<file path="src/rtl/core/cce_pkg.sv">
`timescale 1ns / 1ps
// ----------------------------------------------------------------------------
// cce_pkg
// Shared types and constants of the cycle counter extension block.
// ----------------------------------------------------------------------------
package cce_pkg;

  localparam logic [1:0] OP_RAW = 2'd0;
  localparam logic [1:0] OP_US  = 2'd1;
  localparam logic [1:0] OP_NS  = 2'd2;

  localparam logic [31:0] US_PER_SEC = 32'd1000000;
  localparam logic [31:0] NS_PER_SEC = 32'd1000000000;
  localparam logic [63:0] NS_MAX     = 64'h7FFF_FFFF_FFFF_FFFF;

  localparam logic [2:0] REG_CORE_CLOCK_HZ = 3'd0;

  typedef struct packed {
    logic [31:0] rem;
    logic        qbit;
  } step_t;

endpackage

</file>
<file path="src/rtl/core/cycle_counter_extend_to_time_top.sv">
`timescale 1ns / 1ps
// ----------------------------------------------------------------------------
// cycle_counter_extend_to_time_top
// Extends 32-bit cycle counter samples to 64 bits and converts to time.
// ----------------------------------------------------------------------------
// Each input beat carries a counter sample and a request kind. The block keeps
// a wrap count, forms the 64-bit cycle count and returns it raw or converted
// to microseconds or nanoseconds using the core clock register. The block
// handles one beat at a time. Raw requests, unused request kinds and requests
// made while the clock register is zero go straight from the idle state to the
// result stage. A time conversion runs a 64-step division of the cycle count
// by the clock, three 32x32 multiply steps on one shared multiplier and one
// setup step, a 32-step division of the scaled remainder, a final add and
// clamp, and then the result stage, which loads the result register. Both
// divisions use the single restoring division step unit. A result that has
// not been taken holds the block in its result stage, and the input stays
// stalled until the result register is free.
// ----------------------------------------------------------------------------
module cycle_counter_extend_to_time_top (
  input  logic        clk,
  input  logic        rst_n,
  input  logic        cfg_psel,
  input  logic        cfg_penable,
  input  logic        cfg_pwrite,
  input  logic [2:0]  cfg_paddr,
  input  logic [31:0] cfg_pwdata,
  output logic [31:0] cfg_prdata,
  output logic        cfg_pready,
  input  logic        in_valid,
  output logic        in_ready,
  input  logic [1:0]  in_op,
  input  logic [31:0] in_counter_sample,
  output logic        out_valid,
  input  logic        out_ready,
  output logic [63:0] out_time_value,
  output logic        out_saturated
);

  logic [31:0] core_clock_hz;

  cce_regs u_regs (
    .clk           (clk),
    .rst_n         (rst_n),
    .psel          (cfg_psel),
    .penable       (cfg_penable),
    .pwrite        (cfg_pwrite),
    .paddr         (cfg_paddr),
    .pwdata        (cfg_pwdata),
    .prdata        (cfg_prdata),
    .pready        (cfg_pready),
    .core_clock_hz (core_clock_hz)
  );

  cce_seq u_seq (
    .clk               (clk),
    .rst_n             (rst_n),
    .core_clock_hz     (core_clock_hz),
    .in_valid          (in_valid),
    .in_ready          (in_ready),
    .in_op             (in_op),
    .in_counter_sample (in_counter_sample),
    .out_valid         (out_valid),
    .out_ready         (out_ready),
    .out_time_value    (out_time_value),
    .out_saturated     (out_saturated)
  );

endmodule

</file>
<file path="src/rtl/core/cce_regs.sv">
`timescale 1ns / 1ps
// ----------------------------------------------------------------------------
// cce_regs
// APB-style configuration register holding the core clock frequency.
// ----------------------------------------------------------------------------
module cce_regs (
  input  logic        clk,
  input  logic        rst_n,
  input  logic        psel,
  input  logic        penable,
  input  logic        pwrite,
  input  logic [2:0]  paddr,
  input  logic [31:0] pwdata,
  output logic [31:0] prdata,
  output logic        pready,
  output logic [31:0] core_clock_hz
);

  logic [31:0] clk_hz_r;
  logic [31:0] clk_hz_nxt;
  logic        sel_clk;

  assign sel_clk = (paddr[2] == cce_pkg::REG_CORE_CLOCK_HZ[2]);
  assign pready  = 1'b1;
  assign prdata  = sel_clk ? clk_hz_r : 32'd0;
  assign core_clock_hz = clk_hz_r;

  always_comb begin
    clk_hz_nxt = clk_hz_r;
    if (psel && penable && pwrite && sel_clk) begin
      clk_hz_nxt = pwdata;
    end
  end

  always_ff @(posedge clk) begin
    if (!rst_n) begin
      clk_hz_r <= 32'd0;
    end else begin
      clk_hz_r <= clk_hz_nxt;
    end
  end

endmodule

</file>
<file path="src/rtl/core/cce_div_step.sv">
`timescale 1ns / 1ps
// ----------------------------------------------------------------------------
// cce_div_step
// One restoring division step: shift in a dividend bit, compare, subtract.
// ----------------------------------------------------------------------------
module cce_div_step (
  input  logic [31:0]        rem_i,
  input  logic               bit_i,
  input  logic [31:0]        divisor_i,
  output cce_pkg::step_t     step_o
);

  logic [32:0] trial;
  logic [32:0] diff;

  assign trial = {rem_i, bit_i};
  assign diff  = trial - {1'b0, divisor_i};

  always_comb begin
    if (trial >= {1'b0, divisor_i}) begin
      step_o.rem  = diff[31:0];
      step_o.qbit = 1'b1;
    end else begin
      step_o.rem  = trial[31:0];
      step_o.qbit = 1'b0;
    end
  end

endmodule

</file>
<file path="src/rtl/core/cce_seq.sv">
`timescale 1ns / 1ps
// ----------------------------------------------------------------------------
// cce_seq
// Sequencer: counter extension, serial division and multiply steps.
// ----------------------------------------------------------------------------
module cce_seq (
  input  logic        clk,
  input  logic        rst_n,
  input  logic [31:0] core_clock_hz,
  input  logic        in_valid,
  output logic        in_ready,
  input  logic [1:0]  in_op,
  input  logic [31:0] in_counter_sample,
  output logic        out_valid,
  input  logic        out_ready,
  output logic [63:0] out_time_value,
  output logic        out_saturated
);

  localparam logic [3:0] ST_IDLE = 4'd0;
  localparam logic [3:0] ST_DIV1 = 4'd1;
  localparam logic [3:0] ST_MUL0 = 4'd2;
  localparam logic [3:0] ST_MUL1 = 4'd3;
  localparam logic [3:0] ST_MUL2 = 4'd4;
  localparam logic [3:0] ST_MUL3 = 4'd5;
  localparam logic [3:0] ST_DIV2 = 4'd6;
  localparam logic [3:0] ST_ADD  = 4'd7;
  localparam logic [3:0] ST_FIN  = 4'd8;

  logic [3:0]  state_r, state_nxt;
  logic        started_r, started_nxt;
  logic [31:0] last_r, last_nxt;
  logic [31:0] wrap_r, wrap_nxt;
  logic        out_valid_r, out_valid_nxt;
  logic [1:0]  op_r, op_nxt;
  logic [31:0] units_r, units_nxt;
  logic [63:0] q_r, q_nxt;
  logic [31:0] rem_r, rem_nxt;
  logic [5:0]  cnt_r, cnt_nxt;
  logic [63:0] prod_r, prod_nxt;
  logic [63:0] whole_r, whole_nxt;
  logic        ovf_r, ovf_nxt;
  logic [63:0] res_r, res_nxt;
  logic        sat_r, sat_nxt;
  logic [63:0] out_val_r, out_val_nxt;
  logic        out_sat_r, out_sat_nxt;

  logic [31:0]    base;
  logic [31:0]    wrap_base;
  logic [31:0]    wrap_ext;
  logic [31:0]    mul_a;
  logic [63:0]    prod_full;
  logic [32:0]    hsum;
  logic [64:0]    sum;
  cce_pkg::step_t step;

  cce_div_step u_step (
    .rem_i     (rem_r),
    .bit_i     (q_r[63]),
    .divisor_i (core_clock_hz),
    .step_o    (step)
  );

  assign base      = started_r ? last_r : in_counter_sample;
  assign wrap_base = started_r ? wrap_r : 32'd0;
  assign wrap_ext  = wrap_base + {31'd0, (in_counter_sample < base)};

  always_comb begin
    case (state_r)
      ST_MUL1: mul_a = q_r[63:32];
      ST_MUL2: mul_a = rem_r;
      default: mul_a = q_r[31:0];
    endcase
  end

  assign prod_full = {32'd0, mul_a} * {32'd0, units_r};
  assign hsum      = {1'b0, prod_r[31:0]} + {1'b0, whole_r[63:32]};
  assign sum       = {1'b0, whole_r} + {33'd0, q_r[31:0]};

  assign in_ready       = (state_r == ST_IDLE);
  assign out_valid      = out_valid_r;
  assign out_time_value = out_val_r;
  assign out_saturated  = out_sat_r;

  always_comb begin
    state_nxt     = state_r;
    started_nxt   = started_r;
    last_nxt      = last_r;
    wrap_nxt      = wrap_r;
    out_valid_nxt = out_valid_r;
    op_nxt        = op_r;
    units_nxt     = units_r;
    q_nxt         = q_r;
    rem_nxt       = rem_r;
    cnt_nxt       = cnt_r;
    prod_nxt      = prod_r;
    whole_nxt     = whole_r;
    ovf_nxt       = ovf_r;
    res_nxt       = res_r;
    sat_nxt       = sat_r;
    out_val_nxt   = out_val_r;
    out_sat_nxt   = out_sat_r;

    if (out_valid_r && out_ready) begin
      out_valid_nxt = 1'b0;
    end

    case (state_r)
      ST_IDLE: begin
        if (in_valid) begin
          started_nxt = 1'b1;
          last_nxt    = in_counter_sample;
          wrap_nxt    = wrap_ext;
          op_nxt      = in_op;
          units_nxt   = (in_op == cce_pkg::OP_NS) ? cce_pkg::NS_PER_SEC
                                                  : cce_pkg::US_PER_SEC;
          sat_nxt     = 1'b0;
          if (in_op == cce_pkg::OP_RAW) begin
            res_nxt   = {wrap_ext, in_counter_sample};
            state_nxt = ST_FIN;
          end else if ((in_op != cce_pkg::OP_US && in_op != cce_pkg::OP_NS) ||
                       core_clock_hz == 32'd0) begin
            res_nxt   = 64'd0;
            state_nxt = ST_FIN;
          end else begin
            q_nxt     = {wrap_ext, in_counter_sample};
            rem_nxt   = 32'd0;
            cnt_nxt   = 6'd63;
            state_nxt = ST_DIV1;
          end
        end
      end
      ST_DIV1, ST_DIV2: begin
        rem_nxt = step.rem;
        q_nxt   = {q_r[62:0], step.qbit};
        if (cnt_r == 6'd0) begin
          state_nxt = (state_r == ST_DIV1) ? ST_MUL0 : ST_ADD;
        end else begin
          cnt_nxt = cnt_r - 6'd1;
        end
      end
      ST_MUL0: begin
        prod_nxt  = prod_full;
        state_nxt = ST_MUL1;
      end
      ST_MUL1: begin
        whole_nxt = prod_r;
        prod_nxt  = prod_full;
        state_nxt = ST_MUL2;
      end
      ST_MUL2: begin
        ovf_nxt           = (prod_r[63:32] != 32'd0) || hsum[32];
        whole_nxt[63:32]  = hsum[31:0];
        prod_nxt          = prod_full;
        state_nxt         = ST_MUL3;
      end
      ST_MUL3: begin
        rem_nxt   = prod_r[63:32];
        q_nxt     = {prod_r[31:0], 32'd0};
        cnt_nxt   = 6'd31;
        state_nxt = ST_DIV2;
      end
      ST_ADD: begin
        if (ovf_r || sum[64]) begin
          res_nxt = (op_r == cce_pkg::OP_NS) ? cce_pkg::NS_MAX : '1;
          sat_nxt = 1'b1;
        end else if (op_r == cce_pkg::OP_NS && sum[63]) begin
          res_nxt = cce_pkg::NS_MAX;
          sat_nxt = 1'b1;
        end else begin
          res_nxt = sum[63:0];
          sat_nxt = 1'b0;
        end
        state_nxt = ST_FIN;
      end
      ST_FIN: begin
        if (!out_valid_r || out_ready) begin
          out_valid_nxt = 1'b1;
          out_val_nxt   = res_r;
          out_sat_nxt   = sat_r;
          state_nxt     = ST_IDLE;
        end
      end
      default: begin
        state_nxt = ST_IDLE;
      end
    endcase
  end

  always_ff @(posedge clk) begin
    if (!rst_n) begin
      state_r     <= ST_IDLE;
      started_r   <= 1'b0;
      last_r      <= 32'd0;
      wrap_r      <= 32'd0;
      out_valid_r <= 1'b0;
      cnt_r       <= 6'd0;
    end else begin
      state_r     <= state_nxt;
      started_r   <= started_nxt;
      last_r      <= last_nxt;
      wrap_r      <= wrap_nxt;
      out_valid_r <= out_valid_nxt;
      cnt_r       <= cnt_nxt;
    end
  end

  always_ff @(posedge clk) begin
    op_r      <= op_nxt;
    units_r   <= units_nxt;
    q_r       <= q_nxt;
    rem_r     <= rem_nxt;
    prod_r    <= prod_nxt;
    whole_r   <= whole_nxt;
    ovf_r     <= ovf_nxt;
    res_r     <= res_nxt;
    sat_r     <= sat_nxt;
    out_val_r <= out_val_nxt;
    out_sat_r <= out_sat_nxt;
  end

  // A raw-cycle beat needs no arithmetic and goes straight to the result stage.
  a_raw_direct: assert property (@(posedge clk) disable iff (!rst_n)
    (in_valid && in_ready && in_op == cce_pkg::OP_RAW) |=> (state_r == ST_FIN))
    else $error("raw beat did not go straight to the result stage");

  // The partial remainder always stays below the divisor.
  a_rem_bound: assert property (@(posedge clk) disable iff (!rst_n)
    (state_r == ST_DIV1 || state_r == ST_DIV2) |-> (rem_r < core_clock_hz))
    else $error("division remainder not below the divisor");

  // A clamped result holds one of the two saturation values.
  a_sat_value: assert property (@(posedge clk) disable iff (!rst_n)
    (out_valid_r && out_sat_r) |->
      (out_val_r == cce_pkg::NS_MAX || out_val_r == 64'hFFFF_FFFF_FFFF_FFFF))
    else $error("saturated result with an unexpected value");

  // A new result appears only when leaving the result stage.
  a_out_from_fin: assert property (@(posedge clk) disable iff (!rst_n)
    $rose(out_valid_r) |-> ($past(state_r) == ST_FIN && state_r == ST_IDLE))
    else $error("result raised outside the result stage");

endmodule

</file>
<file path="config.mk">
export PLATFORM = sky130hd
export DESIGN_NAME = cycle_counter_extend_to_time_top
export DESIGN_NICKNAME = d
export VERILOG_FILES = /design/src/rtl/core/cce_pkg.sv /design/src/rtl/core/cycle_counter_extend_to_time_top.sv /design/src/rtl/core/cce_regs.sv /design/src/rtl/core/cce_div_step.sv /design/src/rtl/core/cce_seq.sv
export SDC_FILE = /design/constraint.sdc
export NUM_CORES = 2
export LEC_CHECK = 0
export BUFFER_PORTS_ARGS = -buffer_cell sky130_fd_sc_hd__buf_4
export CAP_MARGIN = 20
export CORE_ASPECT_RATIO = 1.25
export CORE_MARGIN = 5
export CORE_UTILIZATION = 25
export CTS_BUF_LIST = sky130_fd_sc_hd__clkbuf_4 sky130_fd_sc_hd__clkbuf_8
export DETAILED_ROUTE_END_ITERATION = 10
export SLEW_MARGIN = 30
export SYNTH_ARGS = -nofsm -noshare
export SYNTH_HDL_FRONTEND = slang
export SYNTH_SLANG_ARGS = --single-unit
</file>
<file path="constraint.sdc">
create_clock -name clk -period 23.5 [get_ports clk]
set_input_delay 4.7 -clock clk [delete_from_list [all_inputs] [get_ports clk]]
set_output_delay 4.7 -clock clk [all_outputs]
set_load 0.01 [all_outputs]
</file>
Yosys cells after proc, flatten, opt, wreduce, memory -nomap -nowiden:

Cells that the tools add are included.

* bits in registers: 497
* latch bits: 0
* RAM bits: 0
* bits in read-only memories: 0
* bits of input ports: 76
* output and inout port bits: 100
* logic and storage cells: 116
* memories kept: 0

* add/sub/neg operators: 5
* $mul: 1
* divide/modulo/power cells: 0
* order comparisons: 2
* eq/ne operators: 19
* shifts and indexed selects: 0
* multiplexer cells: 41
* bitwise gates (word level): 1
* reduce and logical (&&, ||, !) cells: 28

Operators with widths (number)
* two-way mux 64 bit: 9
* two-way mux 32 bit: 6
* one-hot mux 64 bit (3 select lines): 1
* one-hot mux 32 bit (2 select lines): 2
* one-hot mux 64 bit (2 select lines): 1
* one-hot mux 32 bit (3 select lines): 1
* adder 64 x 32 -> 65 bit: 1
* multiplier 32 x 32 -> 64 bit: 1
* adder 32 x 32 -> 33 bit: 1
* >= comparator 33 x 32 -> 1 bit: 1
* two-way mux 33 bit: 1
* adder 32 x 1 -> 32 bit: 1
* zero test 32 bit: 1
* less-than comparator 32 bit: 1
* one-hot mux 4 bit (8 select lines): 1
* nonzero test 32 bit: 1
* subtractor 32 bit: 1
* two-way mux 30 bit: 1
* two-way mux 6 bit: 4
* two-way mux 4 bit: 5
* one-hot mux 6 bit (3 select lines): 1
* == test 4 x 3 -> 1 bit, second input constant: 4
* inequality test 2 bit, second input constant: 5
* == test 4 x 2 -> 1 bit, second input constant: 2
* 24 further kinds: 44

Depth between registers and ports, before layout:

* depth in word-level cells: 7
* depth in mapped cells: 36
* depth with buffers taken out: 34

Cells and area by module:

Synthesis repeated with hierarchy kept, for this count alone.

* cell total of the unflattened synthesis: 4242
* area total of the unflattened synthesis: 42608.4 µm²

By module, submodules not included
* cce_seq: times used 1, cells each 3742, area each 38739.7 µm², seq. area each 11941.5 µm²
* cce_div_step: times used 1, cells each 323, area each 2331.0 µm², seq. area each 0.0 µm²
* cce_regs: times used 1, cells each 177, area each 1537.7 µm², seq. area each 640.6 µm²

Worst setup path before layout:

No wires, ideal clock.

* path kind: input to register
* start: input in_op[0]
* end: register u_seq.cnt_r[4]
* setup time: 81 ps
* arrival: 10616 ps
* data required time: 23419 ps
* setup slack: 12803 ps
* cell stages on the path: 10
* path through: inv_1 -> ha_1 -> clkbuf_1 -> nor2b_1 -> o21ai_0 -> o21ai_1 -> a21boi_1 -> nor2b_1 -> o21ai_0 -> a41oi_1

* word-level cells in the longest chain between the ends: 5
* elaborated cells between the ends (all ways): 8
* those cells by class: eq/ne: 4; reduce/logical: 4

RTL lines
* start, declared: RTL line cycle_counter_extend_to_time_top.sv:31 `input logic [1:0] in_op,`
* inequality test 2 x 1 -> 1 bit / inequality test 2 bit (equally long branches): RTL line cce_seq.sv:121 `end else if ((in_op != cce_pkg::OP_US && in_op != cce_pkg::OP_NS) ||`
* logical AND 1 bit: RTL line cce_seq.sv:121
* logical OR 1 bit: RTL line cce_seq.sv:121
* inequality test 2 bit (no line)
* AND reduction 5 bit (no line) (*)
* end signal, assigned: RTL line cce_seq.sv:204 `cnt_r <= cnt_nxt;`
* end, declared: RTL line cce_seq.sv:39 `logic [5:0] cnt_r, cnt_nxt;`

Every way passes the cells marked *; elsewhere a longest branch is shown, timed or not.
A chain may end at the register's enable or synchronous reset.

Worst setup path after layout:

* start: register u_seq.state_r[3]
* end: register u_seq.prod_r[63] (data pin)

* word-level cells in the longest chain between the ends: 3
* elaborated cells between the ends (all ways): 4
* those cells by class: mul: 1; eq/ne: 2; mux: 1

RTL lines
* start, declared: RTL line cce_seq.sv:30 `logic [3:0] state_r, state_nxt;`
* start signal, assigned: RTL line cce_seq.sv:199 `state_r <= state_nxt;`
* == test 4 x 3 -> 1 bit / == test 4 x 2 -> 1 bit (equally long branches): RTL line cce_seq.sv:69 `case (state_r)`
* one-hot mux 32 bit (2 select lines) (*): RTL line cce_seq.sv:69
* multiplier 32 x 32 -> 64 bit (*): RTL line cce_seq.sv:76 `assign prod_full = {32'd0, mul_a} * {32'd0, units_r};`
* named net u_seq.prod_full[63]: RTL line cce_seq.sv:52 `logic [63:0] prod_full;`
* end signal, assigned: RTL line cce_seq.sv:213 `prod_r <= prod_nxt;`
* end, declared: RTL line cce_seq.sv:40 `logic [63:0] prod_r, prod_nxt;`

The timed path passes the listed nets; every way through them passes the cells marked *.

==> impl.org <==
** Status
- Outcome :: completed

** Synth
- Combinational family with the most area after synthesis :: adder cells
- Averaged over all synthesized cells, the footprint is 9.90 µm².
- Cell types occupying the most area after synthesis :: edfxtp_1 (25%), fa_1 (18%), ha_1 (15%), inv_1 (5.2%), dfxtp_1 (5.1%)
- Register area share after synthesis :: 29.8%
- Synth Cell Area :: 42200 µm²
- In the synthesized netlist the async set-or-reset flop fraction comes to 0%.
- The number of nets handed over by synthesis was 5230.
- Synthesized instance count :: 4261
- In this run, synthesis inferred 347 flip-flops with an integrated enable.
- Of the post-synthesis cell area, the part taken by muxes is 1.05%.
- Post-synthesis xor/xnor area fraction :: 4.40%
- Register bit total from synthesis :: 455
- edfxtp_1 takes more of the synthesized area than any other cell.
- After synthesis, the largest area contributor takes up 24.7% of total cell area.
- Compound-Gate Fraction of Synth Area :: 13.0%
- The synthesized netlist devotes 11.6% of its cell area to simple gates.
- Number of different library cells in the post-synthesis netlist :: 92
- Yosys printed 0 warnings.
- Primary FF master, synth :: edfxtp_1
- Synthesized-area fraction occupied by adder cells :: 33.3%

** Route
- For this block, the initial DRC count from the detailed router was 2023.
- The first detailed-routing pass took 6 iterations.
- In the routed design, unresolved DRC markers number 0.
- For this block, the routed nets add up to 128000 µm of wire.
- After detailed routing, the number of vias per cell comes to 4.70.
- In the final routed layout, each cell accounts on average for 19.2 µm.
- Total vias in the final route :: 31300
- The detail route stage leaves a number of antenna-violating nets equal to 0.

** Die
- In this run the core area contains 168 standard-cell rows.
- The floorplan step defined a core boundary enclosing 168000 µm².
- Effective utilization at floorplan :: 25.1%
- Horiz. Die Dim :: 377 µm
- From bottom edge to top edge, the die measures 469 µm.
- Die footprint :: 177000 µm²
- 176 I/O pins were placed.

** Global routing
- Sum of overflow across all layers after global routing :: 0
- Number of antenna violations at the first check in global routing :: 3
- Number of global-route vias before repair :: 32000
- Wire length of the first global-routing pass :: 194000 µm
- Entering global routing, the biggest net connects 109 pins.
- GRT Util Overall :: 14.2%

** Placement
- The HPWL after detailed placement is 104000 µm.
- Buffers placed on the I/O ports in this run total 172.
- The congestion estimate from routability-driven global placement came to 1.01.

** CTS
- No sink is reached through more buffers than the 3 on the longest clock path.
- Clock tree from TritonCTS :: yes
- CTS placed an instance of clkbuf_8 at the clock tree root.
- Sinks on the clock net :: 455
- Cts repair resizes :: 0
- Total clock buffers created by CTS :: 77
- Number of buffers added for setup after CTS :: 0
- For the worst-skew pair, the clock arrives at the later sink with an insertion delay of 720 ps.
- Clock-pin transition on the worst setup and hold timing paths :: 70 ps
- H-Tree Depth :: 3
- Cts hold-fix bufs :: 0

** Timing
- Number of max-slew violations in the final report :: 0
- Final cycle utilization of the critical path :: 46.6%
- Max Clk Rate :: 0.0913 GHz
- Worst clock skew on the final layout :: 41.3 ps
- Crit path time final :: 10950 ps
- Setup TNS Final :: 0 ps
- Measured against its own limit, the worst slew margin works out to 35.2%.
- Setup-violating endpoint count in the final report :: 0
- Count of endpoints failing hold in the final timing report :: 0
- On the final layout, the worst hold slack is 393 ps.
- For the pin with the worst max-slew slack, the measured transition is 968 ps.
- Setup repair after global routing left no endpoint under its margin.

** Hold path
- Tightest Hold Check Type :: flip-flop to flip-flop

** Run
- Across the run, the number of max-cap violations was 0.

** Final layout
- Ratio of cells with drive above 1 in the final layout :: 8.93%
- Compared with the post-synthesis result, the final layout area differs by 12.8%.
- Leaving out fill and tap cells, the most frequent cell in the layout is inv_1.
- Commonest non-fill, non-tap cells in the layout :: inv_1 (581), nand2_1 (554), ha_1 (510)
- Final net count :: 5361

** Setup path
- STA classifies the critical path endpoint as a flip-flop.
- STA classifies the critical path startpoint as a flip-flop.
- Required @ worst endpoint :: 23950 ps
- The setup path with the least slack is of type flip-flop to flip-flop.
- For the worst setup path, the data arrival time is 11400 ps.
- Along the worst path, the maximum fanout reaches 56.
[layer usage]
metal / up-vias / GRT usage (%) / share of wire, %
li1: 14800 / - / -
met1: 15400 / 16.5 / 39
met2: 889 / 25.5 / 50
met3: 259 / 1.84 / 4.8
met4: 2 / 7.79 / 6.0
met5: - / 0 / 0.0094
[path summary, 6_finish.rpt]
kind | from | end | slack [ps] | cells past startpoint
min reg2reg | u_seq.res_r[13] | u_seq.out_time_value[13] | 390 | 0
max | u_seq.state_r[3] | u_seq.prod_r[63] | 12550 | 27
min | u_seq.res_r[13] | u_seq.out_time_value[13] | 390 | 0
max reg2reg | u_seq.state_r[3] | u_seq.prod_r[63] | 12550 | 27
[stage by stage]
stage	cells	instance area (µm²)	setup slack [ps]	utilization [%]
after CTS	6666	47600	12760	28.4
after global routing	6667	47600	12090	28.4
final	6668	47600	12550	28.4
after global placement	6523	45900	12870	27.3
after detailed placement	6523	45900	12790	27.3
after floorplan	4261	42200	12800	-
[synthesized netlist by cell type, types with 106 or more instances]
master    number
a21oi_1      232
clkbuf_1     121
dfxtp_1      108
edfxtp_1     347
fa_1         382
ha_1         511
inv_1        582
nand2_1      555
nor2_1       150
o21ai_0      129
xnor2_1      106
xor2_1       106
[flip-flops by register name (all words and copies together) (netlist names), 4 cells and up]
register              cells
u_seq.prod_r             58
u_seq.wrap_r             32
u_seq.cnt_r               6
u_seq.rem_r              32
u_seq.state_r             4
u_seq.q_r                64
u_regs.core_clock_hz     32
u_seq.last_r             32
u_seq.out_time_value     64
u_seq.res_r              64
u_seq.whole_r            58
[layout make-up]
cell class | count | area [µm²]
antenna | 2 | 5.00
clock buffer | 106 | 1330
clock inverter | 37 | 365
fill | 17600 | 120000
inverter | 583 | 2190
multi-input combinational | 3073 | 26800
sequential | 455 | 12600
tap | 2210 | 2770
timing repair buffer | 202 | 1520
[worst max-delay path, stage by stage, from the launching register on]
cell and delay (ps):
dfxtp_1 670, nor2b_1 160, nand2_1 100, buf_4 430
inv_1 80, buf_4 300, a22oi_1 750, nand2_1 570
nand2_1 280, inv_1 280, fa_1 780, fa_1 480
fa_1 490, fa_1 550, fa_1 520, fa_1 520
fa_1 490, ha_1 320, ha_1 450, nand4_1 220
nor4b_1 560, nand3_1 130, o22a_1 270, a31oi_1 460
a31o_1 260, a211o_1 240, and4_1 210, nor3_1 50
[cell families (layout without fill, tap and decap cells)]
logic type               after synthesis  after routing
AND/OR/NAND/NOR                     1071           1071
adder cells (fa/ha/maj)              893            893
AO/OA/AOI/OAI                        852            852
buffers and inverters                733            928
flip-flops                           455            455
XOR/XNOR                             212            212
multiplexers                          44             44
other                                  1              3
Power is left out: the tool's default activity adds up to more than one toggle a clock period on the data nets, which glitch-free logic cannot reach.
